## config.mk

```make
export PLATFORM = sky130hd
export DESIGN_NAME = spq_cell
export DESIGN_NICKNAME = d
export VERILOG_FILES = /design/src/spq_pkg.sv /design/src/spq_cell.sv
export SDC_FILE = /design/constraint.sdc
export NUM_CORES = 1
export LEC_CHECK = 0
export ABC_AREA = 0
export BUFFER_PORTS_ARGS = -buffer_cell sky130_fd_sc_hd__buf_2
export CAP_MARGIN = 10
export CORE_UTILIZATION = 27
export DETAILED_ROUTE_END_ITERATION = 10
export GPL_TIMING_DRIVEN = 0
export PLACE_DENSITY = 0.55
export RECOVER_POWER = 100
export SLEW_MARGIN = 20
export SYNTH_ARGS = -nofsm -noshare
export SYNTH_HDL_FRONTEND = slang
export SYNTH_SLANG_ARGS = --single-unit
```

## constraint.sdc

```tcl
create_clock -name clk_i -period 10.55 [get_ports clk_i]
set_input_delay 0 -clock clk_i [delete_from_list [all_inputs] [get_ports clk_i]]
set_output_delay 0 -clock clk_i [all_outputs]
set_load 0.03 [all_outputs]
```

## src/spq_pkg.sv

```systemverilog
// shared types, constants and rank compare for the sorted priority queue
// used by spq_cell and sorted_priority_queue; no dependencies
package spq_pkg;

  localparam int unsigned DEPTH   = 64;
  localparam int unsigned CNT_W   = $clog2(DEPTH + 1);
  localparam int unsigned LEVEL_W = 3;
  localparam int unsigned KEY_W   = 64;

  localparam logic [LEVEL_W-1:0] MOTHER        = 3'd1;
  localparam logic [LEVEL_W-1:0] ADVERTISEMENT = 3'd6;

  localparam logic ACT_INSERT  = 1'b0;
  localparam logic ACT_READOUT = 1'b1;

  typedef struct packed {
    logic [LEVEL_W-1:0] level;
    logic [KEY_W-1:0]   key;
  } entry_t;

  // shift command broadcast along the chain
  typedef struct packed {
    logic insert;
    logic rotate;
  } cell_ctrl_t;

  // stored entry a ranks at or ahead of b (ties stay ahead)
  function automatic logic ranks_le(entry_t a, entry_t b);
    logic res;
    if (a.level != b.level) begin
      res = (a.level < b.level);
    end else begin
      res = (a.key <= b.key);
    end
    return res;
  endfunction

  function automatic logic [LEVEL_W-1:0] clamp_level(logic [LEVEL_W-1:0] lvl);
    logic [LEVEL_W-1:0] res;
    res = lvl;
    if (lvl < MOTHER) begin
      res = MOTHER;
    end
    if (lvl > ADVERTISEMENT) begin
      res = ADVERTISEMENT;
    end
    return res;
  endfunction

endpackage

```

## src/spq_cell.sv

```systemverilog
// one slot of the sorted chain: keeps, takes the new entry or takes its neighbor
// depends on spq_pkg
module spq_cell (
  input  logic                clk_i,
  input  spq_pkg::cell_ctrl_t ctrl_i,
  input  logic                occ_i,
  input  spq_pkg::entry_t     new_i,
  input  spq_pkg::entry_t     prev_i,
  input  logic                prev_keep_i,
  input  spq_pkg::entry_t     next_i,
  input  logic                next_occ_i,
  input  spq_pkg::entry_t     head_i,
  output spq_pkg::entry_t     entry_o,
  output logic                keep_o
);

  spq_pkg::entry_t entry_q, entry_d;

  assign keep_o  = occ_i && spq_pkg::ranks_le(entry_q, new_i);
  assign entry_o = entry_q;

  always_comb begin
    entry_d = entry_q;
    if (ctrl_i.insert) begin
      if (!keep_o) begin
        // boundary cell takes the new entry, the rest shift down by one
        entry_d = prev_keep_i ? new_i : prev_i;
      end
    end else if (ctrl_i.rotate) begin
      // rotate the occupied part toward the head
      entry_d = next_occ_i ? next_i : head_i;
    end
  end

  always_ff @(posedge clk_i) begin
    entry_q <= entry_d;
  end

endmodule

```

**After elaboration in Yosys (flattened, before gate mapping)**

Index checks and enable logic that the tools add are counted.

- Input bits: 274
- Register bits after elaboration: 67
- Word-level logic and storage cells: 15

- Mux-type cells: 6
- $lt $le $gt $ge: 2
- Reduce and logical (&&, ||, !) cells: 3
- Equal/unequal tests: 2

Operators by type and width:

| operator | count |
|---|---|
| two-way mux 67 bit | 5 |
| less-or-equal comparator 64 bit | 1 |
| < comparator 3 bit | 1 |
| != test 3 bit | 1 |
| != test 2 bit (second input constant) | 1 |
| AND reduction 2 bit | 1 |
| nonzero test 2 bit | 1 |
| logical AND 1 bit | 1 |
| two-way mux 1 bit | 1 |

**Depth between registers and ports, before layout**

Gate-level depths: netlist of run 1.

- Depth after elaboration: 5
- Gate-level depth with buffers: 9
- Gate-level depth less buffers: 9

**Least setup slack after synthesis of run 1**

Ideal clock, no wire load.

- Path kind: flip-flop to flip-flop
- From: reg entry_q, in the netlist entry_o[29]
- To: reg entry_q, in the netlist entry_o[0], enable pin
- Data arrival time: 3.369 ns
- Period minus slack after synthesis: 3.800 ns
- Stages on the path, launching flop included: 9
- Setup time: 0.430 ns
- Buffers on the path: 0
- Path slack: 6.750 ns
- Cells stage by stage: edfxtp_1 ha_1 nand4_1 nor4_1 nand2_1 a31oi_1 a2111oi_1 o211ai_1 o22a_1

- Word-level cells in the longest chain between the ends: 5

Ends and longest elaborated chain:

| what | RTL line | text |
|---|---|---|
| start, declared | spq_cell.sv:17 | `spq_pkg::entry_t entry_q, entry_d;` |
| start signal, assigned | spq_cell.sv:36 | `entry_q <= entry_d;` |
| less-or-equal comparator 64 bit | spq_pkg.sv:33 | `res = (a.key <= b.key);` |
| two-way mux 1 bit | spq_pkg.sv:30 | `if (a.level != b.level) begin` |
| logical AND 1 bit | spq_cell.sv:19 | `assign keep_o = occ_i && spq_pkg::ranks_le(entry_q, new_i);` |
| != test 2 bit (no source line) | -- |  |
| AND reduction 2 bit (no source line) | -- |  |

No other way between the ends.
A chain may end at the register's enable or synchronous reset.

**Worst setup path after layout of run 1**

- From: reg entry_q, in the netlist entry_o[27]
- To: reg entry_q, in the netlist entry_o[14], enable pin

Same word-level chain as after synthesis.

==> results by group, run 1 <==
Die
  – Placement row count: 53
  – Initial core utilization: 0.276
  – Die span in x: around 150 µm
  – Floorplan die height: 149 µm
  – Core Region: ~0.021 mm²
  – Die outline area: 0.0221 mm²
  – Boundary pin count: 342

Setup path
  – Element type at the critical path end: flop
  – Worst path slowest cell: sky130_fd_sc_hd__clkbuf_1
  – Top delay family on crit path: compound AO/OA/AOI/OAI gates
  – Critical path peak fanout: 35
  – Worst endpoint required time: 10460 ps
  – Slowest cell delay on critical path: 1530 ps
  – Logic depth of the worst register-to-register path: 9
  – Number of stages on the worst setup path: 9
  – Number of buffers and inverters on the critical path: 1
  – Minimum setup slack among reg-to-reg paths: 5110 ps
  – End of the worst register-to-register path: entry_o[14]$_DFFE_PP_
  – R2r startpoint: entry_o[27]$_DFFE_PP_
  – Cell chain of the critical path: ha_1 > nand4_1 > nor4_1 > nand2_1 > a31oi_1 > a2111oi_0 > o211ai_1 > o22a_1 > clkbuf_1
  – Worst EP arrival: 5350 ps
  – Worst Setup Path Type: reg -> reg
  – Launching element type of the critical path: flop

Yosys
  – Cells taking the most area after synthesis: sky130_fd_sc_hd__edfxtp_1 35%, sky130_fd_sc_hd__ha_1 14%, sky130_fd_sc_hd__mux2i_1 12%, sky130_fd_sc_hd__a211oi_1 8.9%, sky130_fd_sc_hd__a21oi_1 7.9%
  – Synthesis-stage register bit count: 67
  – Leading cell types by count after synthesis: 92 x sky130_fd_sc_hd__a21oi_1, 71 x sky130_fd_sc_hd__nor2b_1, 69 x sky130_fd_sc_hd__a211oi_1
  – Post-synthesis cell type with the largest combined area: sky130_fd_sc_hd__edfxtp_1
  – EDFF count, synth: 67
  – Yosys warning total: 0
  – Cell count after synthesis: 616
  – Count of cell types in the netlist: 33
  – Synth Cell Area: 0.00581 mm²
  – Register area share after synthesis: 0.346
  – Proportion of register bits with asynchronous set or reset after synthesis: 0
  – Post-Synthesis Net Count: 957
  – Commonest register cell after synthesis: sky130_fd_sc_hd__edfxtp_1
  – Syn_area_per_cell: 9.43 µm²
  – Top-area cell type share of the netlist area: 0.346
  – Leading cell type by number of instances after synthesis: sky130_fd_sc_hd__a21oi_1

Power
  – Leakage component of the power: 3.79 nW
  – Cell area power density: 120 mW/mm²
  – Largest voltage drop on the vdd net: between 0.07 and 0.08 mV

Timing
  – Setup repair after global routing missed its margin: no
  – Worst-margin pin slew: 2020 ps
  – Fmax: 0.184 GHz
  – Final setup vio count: 0
  – Setup TNS: 0 ps
  – Number of pins exceeding their max-slew limit in the final report: 70
  – Min cycle time layout: 5440 ps
  – Worst clock skew: 9.69 ps
  – Tightest slew margin relative to the limit: -0.346
  – Min Hold Slack: 25.1 ps
  – Final worst-path cycle share: 0.516
  – Final Hold Fails: 0

Worst hold path
  – Startpoint of the tightest hold check path: next_i[52]
  – Worst min-delay path class: in -> reg
  – Worst-case hold path end point: entry_o[52]$_DFFE_PP_
  – Count of cells along the worst hold path: 3

Place
  – Post-DP HPWL: around 18000 µm
  – Buffers added on ports: 338
  – Placed Area: 0.00788 mm²
  – Placer Congestion: 0.808

Clock network
  – # H-tree levels: 3
  – Number of post-CTS setup repair buffers: 0
  – TritonCTS clock tree: done
  – Clock root cell: sky130_fd_sc_hd__clkbuf_16
  – Number of buffers added by the clock tree synthesis step: 9
  – Clock Sink Count: 67
  – Clock latency at the later pin of the worst-skew pair: 330 ps
  – Number of instances resized during post-cts repair: 0
  – Hold buffer count at CTS: 1
  – Number of buffers on the longest clock path: 2
  – Post-CTS clock slew at the launch and capture registers of the worst setup and hold paths: approximately 60 ps

Final layout
  – Antenna diodes: 0
  – Area used by multi-input combinational logic: 0.00340 mm²
  – Proportion of layout cells with a drive suffix above 1: 0.298
  – Filler instances: 2264
  – Net count reported at finish: 1308
  – Area added between synthesis and finish: 38.1%
  – Combined flip-flop and latch cell area: 0.00201 mm²
  – Area of all placed cells without fillers: 0.00803 mm²
  – Final core utilization: 0.381
  – Max reg flops: 67

Global routing
  – Via count of the first global-routing pass: 5886
  – Total gr overflow: 0
  – Number of antenna violations at the first check in global routing: 0
  – Global router's overall resource usage: 0.192
  – Wire length of the first global-routing pass: 31700 µm
  – Largest net degree at the start of global routing: 36

Detailed routing
  – Residual DRC count: 0
  – Vias per inst: about 4.8
  – Count of routing violations after the opening detailed-route iteration: about 210
  – Antenna-violating nets left: 0
  – Vias: 5944
  – DRT Wirelength: about 21000 µm
  – Number of search-and-repair iterations in the first detailed-routing pass: 4
  – Average wire length per cell after detail routing: 17.2 µm

Outcome
  – Outcome: complete, but fails checks
  – Violations in the final reports: max-capacitance violations, max-slew violations

Flow run
  – Max-Cap Viols: 2
-- cells by family after synthesis --
group                    after synthesis  share of synthesized area
AND/OR/NAND/NOR                      121                      0.124
adder cells (fa/ha/maj)               67                      0.144
multiplexers                          67                      0.115
buffers and inverters                106                     0.0693
flip-flops                            67                      0.346
AO/OA/AOI/OAI                        188                      0.201
-- power by group --
group          internal [W]  switching (W)
combinational      0.000125       0.000215
clock              0.000156       0.000114
sequential         0.000338      0.0000182
-- metal layers --
layer	track usage	vias up	wire length [µm]
met2	0.334	211	10500
met5	0	-	0
met1	0.236	2713	9390
met3	0.0319	21	1190
li1	-	2999	-
met4	0.0670	0	371
-- how the worst max path moves through the flow --
stage                                      from                     to  slack, ps
after floorplan           entry_o[29]$_DFFE_PP_   entry_o[0]$_DFFE_PP_       6750
after global placement    entry_o[29]$_DFFE_PP_  entry_o[23]$_DFFE_PP_       5100
after detailed placement  entry_o[27]$_DFFE_PP_  entry_o[15]$_DFFE_PP_       6920
after CTS                 entry_o[29]$_DFFE_PP_  entry_o[14]$_DFFE_PP_       6890
after global routing      entry_o[27]$_DFFE_PP_  entry_o[14]$_DFFE_PP_       4370
final                     entry_o[27]$_DFFE_PP_  entry_o[14]$_DFFE_PP_       5110
-- worst min-delay path, delay by kind of cell --
kind                   cells  cell delay, ps
AOI/OAI and AO/OA          2             160
buffers and inverters      1              80
-- layout make-up --
cell class,instances,area share
multi-input combinational,443,0.423
sequential,67,0.251
timing repair buffer,340,0.202
tap,275,0.0429
inverter,68,0.0318
clock buffer,11,0.0290
buffer,38,0.0184
clock inverter,4,0.00234
-- stage by stage --
stage,total power [W],setup slack [ps],instances
detailed placement,0.000713,6920,1230
CTS,0.000992,6890,1246
floorplan,0.000570,6750,616
finish,0.000965,5110,1246
global route,0.00103,4370,1246
global placement,0.000711,5100,1229
-- placed cells by master, fill, tap and decap left out, drive strengths merged, types with 8 or more instances in the layout --
cell type    n
a211oi      69
a21oi       92
buf        278
clkbuf     110
edfxtp      67
ha          67
inv         68
mux2i       67
nand2       14
nand3        8
nand4       16
nor2b       71
o21ai       10
No activity file was read; power rests on OpenSTA's default activity.
==> run 2, diff against run 1 <==
--- a/config.mk
+++ b/config.mk
@@ -5,13 +5,13 @@
 export SDC_FILE = /design/constraint.sdc
 export NUM_CORES = 1
 export LEC_CHECK = 0
-export ABC_AREA = 0
+export ABC_AREA = 1
 export BUFFER_PORTS_ARGS = -buffer_cell sky130_fd_sc_hd__buf_2
 export CAP_MARGIN = 10
 export CORE_UTILIZATION = 27
 export DETAILED_ROUTE_END_ITERATION = 10
 export GPL_TIMING_DRIVEN = 0
-export PLACE_DENSITY = 0.55
+export PLACE_DENSITY = 0.57
 export RECOVER_POWER = 100
 export SLEW_MARGIN = 20
 export SYNTH_ARGS = -nofsm -noshare
==> constraint.sdc (replaced) <==
create_clock -name clk_i -period 4.6 [get_ports clk_i]
set_input_delay 0 -clock clk_i [delete_from_list [all_inputs] [get_ports clk_i]]
set_output_delay 0 -clock clk_i [all_outputs]
set_load 0.03 [all_outputs]
==> run 2 against run 1 <==
The flow now finishes without violations. First-iteration DRC count grew 74%. Area after synthesis down 2.5%. Power grew 130%. Critical endpoint is now entry_o[33]$_DFFE_PP_. Largest power group unchanged.
==> results by group, run 2 <==
Yosys
  – Leading cell types by count after synthesis: 149 x sky130_fd_sc_hd__nor2_1, 134 x sky130_fd_sc_hd__o21ai_0, 85 x sky130_fd_sc_hd__inv_1, 85 x sky130_fd_sc_hd__nand2_1
  – Syn_area_per_cell: 7.43 µm² (-21%)
  – Commonest register cell after synthesis: sky130_fd_sc_hd__edfxtp_1
  – Register area share after synthesis: 0.355 (+0.00894)
  – Yosys warning total: 0 (unchanged)
  – EDFF count, synth: 67 (unchanged)
  – Synthesis-stage register bit count: 67 (unchanged)
  – Cells taking the most area after synthesis: sky130_fd_sc_hd__edfxtp_1 36%, sky130_fd_sc_hd__ha_1 15%, sky130_fd_sc_hd__o21ai_0 12%, sky130_fd_sc_hd__nor2_1 9.9%, sky130_fd_sc_hd__o22ai_1 7.4%
  – Proportion of register bits with asynchronous set or reset after synthesis: 0 (unchanged)
  – Top-area cell type share of the netlist area: 0.355 (+0.00894)
  – Count of cell types in the netlist: 22 (-33%)
  – Leading cell type by number of instances after synthesis: sky130_fd_sc_hd__nor2_1
  – Post-synthesis cell type with the largest combined area: sky130_fd_sc_hd__edfxtp_1
  – Cell count after synthesis: 762 (+24%)
  – Post-Synthesis Net Count: 1103 (+15%)
  – Synth Cell Area: 0.00567 mm² (-2.5%)

Setup path
  – Cell chain of the critical path: ha_1 > nand2_1 > nor2_1 > nand2_1 > inv_1 > nand2_2 > nor2_1 > nand2_1 > o21bai_1 > nand2_1 > nand2_1 > nand2_1 > nand2_1 > nand2_4 > buf_12
  – Element type at the critical path end: flop
  – Worst Setup Path Type: reg -> reg
  – Worst path slowest cell: sky130_fd_sc_hd__nand2_4
  – Slowest cell delay on critical path: 460 ps (-1070 ps)
  – Number of buffers and inverters on the critical path: 2 (+1)
  – Dominant cell type by count on the critical path: sky130_fd_sc_hd__nand2_1
  – Critical path peak fanout: 38 (+8.6%)
  – Top delay family on crit path: simple AND/OR/NAND/NOR gates
  – Worst endpoint required time: 4620 ps (-5840 ps)
  – Worst EP arrival: 3180 ps (-2170 ps)
  – Launching element type of the critical path: flop

Detailed routing
  – Antenna-violating nets left: 0 (unchanged)
  – Number of search-and-repair iterations in the first detailed-routing pass: 6 (+2)
  – Vias: 6563 (+10%)
  – Count of routing violations after the opening detailed-route iteration: 370 (+74%)
  – Top metal layer carrying routed signals: met5
  – Amount of wire on met2 after detailed routing: 11000 µm (+4.3%)
  – DRT Wirelength: 22900 µm (+6.5%)
  – Residual DRC count: 0 (unchanged)
  – Vias per inst: 4.67 (-2.2%)
  – Routed metal-1 wire length: 9910 µm (+5.6%)
  – Average wire length per cell after detail routing: 16.3 µm (-5.6%)
  – WL met3: 1440 µm (+21%)

Clock network
  – Number of buffers on the longest clock path: 2 (unchanged)
  – Post-CTS clock slew at the launch and capture registers of the worst setup and hold paths: 60 ps (about the same)
  – Number of post-CTS setup repair buffers: 0 (unchanged)
  – Clock root cell: sky130_fd_sc_hd__clkbuf_16
  – Number of buffers added by the clock tree synthesis step: 9 (unchanged)
  – Clock latency at the later pin of the worst-skew pair: 330 ps (about the same)
  – Clock Sink Count: 67 (unchanged)
  – # H-tree levels: 3 (unchanged)
  – TritonCTS clock tree: done

Die
  – Floorplan die height: 147 µm (-1.3%)
  – Die outline area: 0.0216 mm² (-2.5%)
  – Boundary pin count: 342 (unchanged)
  – Placement row count: 52 (-1.9%)
  – Die span in x: 147 µm (-1.3%)
  – Initial core utilization: 0.277 (+0.00171)
  – Core Region: 0.0204 mm² (-3.1%)

Final layout
  – Commonest non-fill, non-tap cell in the layout: sky130_fd_sc_hd__buf_2
  – Filler instances: 2261 (-0.13%)
  – Most used cells in the layout excluding fill and tap cells: 276 x sky130_fd_sc_hd__buf_2, 151 x sky130_fd_sc_hd__nor2_1, 134 x sky130_fd_sc_hd__o21ai_0, 104 x sky130_fd_sc_hd__clkbuf_1, 87 x sky130_fd_sc_hd__inv_1
  – Proportion of layout cells with a drive suffix above 1: 0.268 (-0.0296)
  – Area used by multi-input combinational logic: 0.00312 mm² (-8.1%)
  – Area added between synthesis and finish: 42.3%
  – Net count reported at finish: 1472 (+13%)
  – Combined flip-flop and latch cell area: 0.00201 mm² (unchanged)
  – Max reg flops: 67 (unchanged)
  – Final core utilization: 0.395 (+0.0139)
  – Area of all placed cells without fillers: 0.00806 mm² (+0.41%)

Power
  – Largest voltage drop on the vdd net: 0.150 mV (+100%)
  – Psw: 0.000802 W (+130%)
  – Switching share of power: 0.365 (+0.00573)
  – Leakage component of the power: 3.95 nW (+4.0%)
  – Combinational power share: 0.352 (about the same)
  – Power Internal: 0.00140 W (+130%)
  – Clock share of power: 0.280 (about the same)
  – Part of the total power dissipated in sequential elements: 0.368 (about the same)
  – Cell area power density: 273 mW/mm² (+130%)

Place
  – Post-DP HPWL: 18300 µm (+2.5%)
  – Placer Congestion: 0.866 (+7.2%)
  – Placed Area: 0.00773 mm² (-1.9%)
  – Buffers added on ports: 339 (+0.30%)

Timing
  – Number of pins exceeding their max-slew limit in the final report: 0 (-100%)
  – Worst-margin pin slew: 714 ps (-1300 ps)
  – Setup repair after global routing missed its margin: no
  – Tightest slew margin relative to the limit: 0.524 (+0.870)
  – Fmax: 0.316 GHz (+72%)
  – Final setup vio count: 0 (unchanged)
  – Setup TNS: 0 ps (unchanged)
  – Worst clock skew: 8.76 ps (-0.928 ps)
  – Final Hold Fails: 0 (unchanged)
  – Min cycle time layout: 3160 ps (-2280 ps)
  – Final worst-path cycle share: 0.687 (+0.171)

Flow run
  – Max-Cap Viols: 0 (-2)

Global routing
  – Global router's overall resource usage: 0.209 (+0.0174)
  – Wire length of the first global-routing pass: 34700 µm (+9.7%)
  – Via count of the first global-routing pass: 6659 (+13%)
  – Largest net degree at the start of global routing: 39 (+8.3%)
  – Total gr overflow: 0 (unchanged)
  – Number of antenna violations at the first check in global routing: 3 (+3)

Outcome
  – Outcome: finished clean

Worst hold path
  – Worst min-delay path class: in -> reg
-- run 2: cell count changes after synthesis, sizes merged, moves of 65 or more --
cell    before  now
a211oi      69    0
a21oi       92   27
mux2i       67    0
nand2       14   87
nor2         5  155
nor2b       71    0
o21ai       10  139
o22ai        0   67
-- run 2: final cells by class --
class,instances,share of cell area
multi-input cells,557,0.387
flip-flops and latches,67,0.250
repair buffers,358,0.225
inverters,95,0.0442
well taps,270,0.0419
clock buffers,9,0.0279
plain buffers,43,0.0208
clock inverters,5,0.00279
diodes,2,0.000621
-- run 2: final timing paths --
kind                          from                    end  slack, ps  cells after the start
max          entry_o[47]$_DFFE_PP_  entry_o[33]$_DFFE_PP_       1440                     15
min                     head_i[59]  entry_o[59]$_DFFE_PP_         10                      3
max reg2reg  entry_o[47]$_DFFE_PP_  entry_o[33]$_DFFE_PP_       1440                     15
min reg2reg  entry_o[65]$_DFFE_PP_  entry_o[66]$_DFFE_PP_       1550                      7
-- run 2: power groups by stage --
stage / clock network, W / logic, W / registers, W
after global placement: 0 / 0.000776 / 0.000824
after floorplan: 0 / 0.000326 / 0.000961
after global routing: 0.000662 / 0.000864 / 0.000818
after detailed placement: 0 / 0.000787 / 0.000820
final: 0.000616 / 0.000773 / 0.000809
after CTS: 0.000637 / 0.000801 / 0.000807
-- run 2: timing repair --
item | 4_1_cts | 5_1_grt
resized for setup | 0 | 0
hold buffers | 18 | 0
endpoints found under the hold margin | 18 | 0
-- run 2: layer usage --
metal | GRT usage | vias up
met1 | 0.257 | 2911
met3 | 0.0429 | 38
met5 | 0 | -
met4 | 0.0750 | 4
met2 | 0.360 | 254
li1 | - | 3356
-- run 2: per-stage QoR --
step / power (W) / std cells / hold WS (ps) / worst slack (ps)
final: 0.00220 / 1406 / 14.6 / 1440
after global routing: 0.00234 / 1404 / 16.7 / 1210
after CTS: 0.00225 / 1404 / 1.87 / 1560
after detailed placement: 0.00161 / 1372 / 341 / 1580
after global placement: 0.00160 / 1371 / 338 / -79.8
after floorplan: 0.00129 / 762 / 243 / 1060
-- run 2: cell families after synthesis --
logic type,Yosys count,synth area share
fa+ha+maj,67,0.148
buf+inv,138,0.0943
compound gates,240,0.230
flops,67,0.355
simple gates,250,0.173
-- run 2: worst register-to-register path, stage by stage (launching register included) --
cell and delay (ps):
sky130_fd_sc_hd__edfxtp_1 400, sky130_fd_sc_hd__ha_1 310, sky130_fd_sc_hd__nand2_1 120, sky130_fd_sc_hd__nor2_1 180, sky130_fd_sc_hd__nand2_1 70, sky130_fd_sc_hd__inv_1 80, sky130_fd_sc_hd__nand2_2 40, sky130_fd_sc_hd__nor2_1 250
sky130_fd_sc_hd__nand2_1 170, sky130_fd_sc_hd__o21bai_1 190, sky130_fd_sc_hd__nand2_1 60, sky130_fd_sc_hd__nand2_1 40, sky130_fd_sc_hd__nand2_1 70, sky130_fd_sc_hd__nand2_1 80, sky130_fd_sc_hd__nand2_4 460, sky130_fd_sc_hd__buf_12 290
==> run 3, diff against run 2 <==
==> constraint.sdc (replaced) <==
create_clock -name clk_i -period 2.9 [get_ports clk_i]
set_input_delay 0 -clock clk_i [delete_from_list [all_inputs] [get_ports clk_i]]
set_output_delay 0 -clock clk_i [all_outputs]
set_load 0.03 [all_outputs]
==> run 3 against run 2 <==
Non-clock buffer count is 7 higher. Final area rose by 1.7%. Critical path depth unchanged. Setup slack got worse by 1200 ps. Clock skew barely moved. Routed wire length down 0.11%. Sequential power increased by 58%. Via count up 2.2%. Highest routed layer unchanged. Final cell count increased by 0.78%. Utilization grew 0.69 points. Critical endpoint unchanged. Maximum frequency rose by 18%. Largest cell class unchanged.
==> results by group, run 3 (synthesis gave the netlist of run 2 again) <==
Clock network
  – Clock root cell: sky130_fd_sc_hd__clkbuf_16
  – Post-CTS clock slew at the launch and capture registers of the worst setup and hold paths: 60 ps (about the same)
  – Number of buffers added by the clock tree synthesis step: 9 (unchanged)
  – Clock Sink Count: 67 (unchanged)
  – # H-tree levels: 3 (unchanged)
  – Clock latency at the later pin of the worst-skew pair: 340 ps (about the same)
  – TritonCTS clock tree: done
  – Number of buffers on the longest clock path: 2 (unchanged)

Timing
  – Worst-margin pin slew: 652 ps (-62.5 ps)
  – Final worst-path cycle share: 0.925 (+0.238)
  – Worst clock skew: 8.90 ps (+0.137 ps)
  – Setup TNS: 0 ps (unchanged)
  – Min cycle time layout: 2680 ps (-479 ps)
  – Fmax: 0.373 GHz (+18%)
  – Tightest slew margin relative to the limit: 0.566 (+0.0417)
  – Final setup vio count: 0 (unchanged)
  – Minimum setup slack in the final design: 219 ps (-1220 ps)
  – Setup repair after global routing missed its margin: no
  – Number of pins exceeding their max-slew limit in the final report: 0 (unchanged)
  – Final Hold Fails: 0 (unchanged)

Final layout
  – Filler instances: 2221 (-1.8%)
  – Proportion of layout cells with a drive suffix above 1: 0.272 (+0.00378)
  – Commonest non-fill, non-tap cell in the layout: sky130_fd_sc_hd__buf_2
  – Area added between synthesis and finish: 44.7%
  – Net count reported at finish: 1480 (+0.54%)
  – Fin cells: 1417 (+0.78%)
  – Max reg flops: 67 (unchanged)
  – Final core utilization: 0.401 (+0.00686)
  – Combined flip-flop and latch cell area: 0.00201 mm² (unchanged)
  – Area of all placed cells without fillers: 0.00820 mm² (+1.7%)
  – Most used cells in the layout excluding fill and tap cells: 277 x sky130_fd_sc_hd__buf_2, 150 x sky130_fd_sc_hd__nor2_1, 134 x sky130_fd_sc_hd__o21ai_0, 106 x sky130_fd_sc_hd__clkbuf_1, 86 x sky130_fd_sc_hd__inv_1
  – Area used by multi-input combinational logic: 0.00315 mm² (+0.80%)

Place
  – Placed Area: 0.00773 mm² (unchanged)
  – Placed instance count: 1372 (unchanged)
  – Worst slack at placement: -97.9 ps (-1680 ps)
  – Buffers added on ports: 339 (unchanged)
  – Post-DP HPWL: 18100 µm (-1.1%)
  – Placer Congestion: 0.868 (+0.22%)

Detailed routing
  – Residual DRC count: 0 (unchanged)
  – Count of routing violations after the opening detailed-route iteration: 424 (+15%)
  – Antenna-violating nets left: 0 (unchanged)
  – Routed metal-1 wire length: 9960 µm (+0.41%)
  – DRT Wirelength: 22900 µm (-0.11%)
  – Number of search-and-repair iterations in the first detailed-routing pass: 4 (-2)
  – Average wire length per cell after detail routing: 16.1 µm (-0.88%)
  – Amount of wire on met2 after detailed routing: 11000 µm (+0.32%)
  – Vias per inst: 4.73 (+1.4%)
  – WL met3: 1320 µm (-8.0%)
  – Top metal layer carrying routed signals: met5
  – Vias: 6709 (+2.2%)

Die
  – Floorplan die height: 147 µm (unchanged)
  – Boundary pin count: 342 (unchanged)
  – Die span in x: 147 µm (unchanged)
  – Initial core utilization: 0.277 (unchanged)
  – Die outline area: 0.0216 mm² (unchanged)
  – Placement row count: 52 (unchanged)
  – Core Region: 0.0204 mm² (unchanged)

Setup path
  – Minimum setup slack among reg-to-reg paths: 220 ps (-1220 ps)
  – Worst path slowest cell: sky130_fd_sc_hd__edfxtp_1
  – Element type at the critical path end: flop
  – Worst Setup Path Type: reg -> reg
  – Slowest cell delay on critical path: 410 ps (-50 ps)
  – Critical path peak fanout: 31 (-18%)
  – Cell chain of the critical path: ha_1 > nand2_1 > nor2_1 > nand2_1 > inv_2 > nand2_2 > nor2_2 > nand2_1 > o21bai_1 > nand2_1 > nand2_1 > nand2_1 > nand2_2 > nand2_8 > buf_12
  – Worst EP arrival: 2710 ps (-470 ps)
  – Number of buffers and inverters on the critical path: 2 (unchanged)
  – Dominant cell type by count on the critical path: sky130_fd_sc_hd__nand2_1
  – Launching element type of the critical path: flop
  – Top delay family on crit path: simple AND/OR/NAND/NOR gates
  – Worst endpoint required time: 2930 ps (-1690 ps)

Global routing
  – Largest net degree at the start of global routing: 38 (-2.6%)
  – Wire length of the first global-routing pass: 34400 µm (-0.79%)
  – Number of antenna violations at the first check in global routing: 4 (+1)
  – Via count of the first global-routing pass: 6498 (-2.4%)
  – Global router's overall resource usage: 0.208 (-0.00130)
  – Total gr overflow: 0 (unchanged)

Outcome
  – Outcome: finished clean

Power
  – Leakage component of the power: 3.99 nW (+1.3%)
  – Cell area power density: 443 mW/mm² (+62%)
  – Largest voltage drop on the vdd net: 0.229 mV (+53%)

Flow run
  – Max-Cap Viols: 0 (unchanged)

Worst hold path
  – Worst min-delay path class: in -> reg
## run 3: cell types whose count changed in the layout (fill, tap and decap cells not counted), sizes merged
cell         previous run  this run
bufinv                  0         1
dlygate4sd3            18        24
clkinv                  5         2
nand2                  87        88
clkinvlp                0         1
clkbuf                113       115
diode                   2         3
buf                   279       281
## run 3: routing by layer
metal,vias up,global-route usage
li1,3372,-
met1,3027,0.261
met2,272,0.356
met3,36,0.0329
met4,2,0.0786
met5,-,0
## run 3: path summary, 6_finish.rpt
path | end | start | cells after the start
worst max-delay path | entry_o[33]$_DFFE_PP_ | entry_o[46]$_DFFE_PP_ | 15
worst max register to register | entry_o[33]$_DFFE_PP_ | entry_o[46]$_DFFE_PP_ | 15
worst min register to register | entry_o[8]$_DFFE_PP_ | entry_o[65]$_DFFE_PP_ | 7
worst min-delay path | entry_o[34]$_DFFE_PP_ | head_i[34] | 3
## run 3: power breakdown
group / internal (W) / switching (W)
combinational: 0.000448 / 0.000796
sequential: 0.00122 / 0.0000633
clock: 0.000667 / 0.000434
total: 0.00234 / 0.00129
## run 3: what timing repair did
action	4_1_cts	5_1_grt
endpoints found under the hold margin	24	0
pin swaps	0	1
buffers inserted	0	1
resized for setup	1	1
setup endpoints to repair	31	31
hold buffers	24	0
cloned	0	1
## run 3: final cells by class
class                           instances  share of cell area
Multi-Input combinational cell        558               0.384
Sequential cell                        67               0.245
Timing Repair Buffer                  365               0.230
Inverter                               95              0.0435
Tap cell                              270              0.0412
Clock buffer                           12              0.0288
Buffer                                 43              0.0204
Clock inverter                          4             0.00626
Antenna cell                            3            0.000915
## run 3: stage by stage
step,hold WS (ps),power (W)
2_1_floorplan,243,0.00204
3_3_place_gp,339,0.00253
3_5_place_dp,346,0.00255
4_1_cts,0.381,0.00370
5_1_grt,9.64,0.00388
6_report,13.0,0.00363
## run 3: worst register-to-register path, stage by stage, from the launching register on
cell and delay, ps:
sky130_fd_sc_hd__edfxtp_1 410, sky130_fd_sc_hd__ha_1 310, sky130_fd_sc_hd__nand2_1 100, sky130_fd_sc_hd__nor2_1 180
sky130_fd_sc_hd__nand2_1 80, sky130_fd_sc_hd__inv_2 60, sky130_fd_sc_hd__nand2_2 40, sky130_fd_sc_hd__nor2_2 170
sky130_fd_sc_hd__nand2_1 140, sky130_fd_sc_hd__o21bai_1 190, sky130_fd_sc_hd__nand2_1 70, sky130_fd_sc_hd__nand2_1 50
sky130_fd_sc_hd__nand2_1 90, sky130_fd_sc_hd__nand2_2 120, sky130_fd_sc_hd__nand2_8 120, sky130_fd_sc_hd__buf_12 210
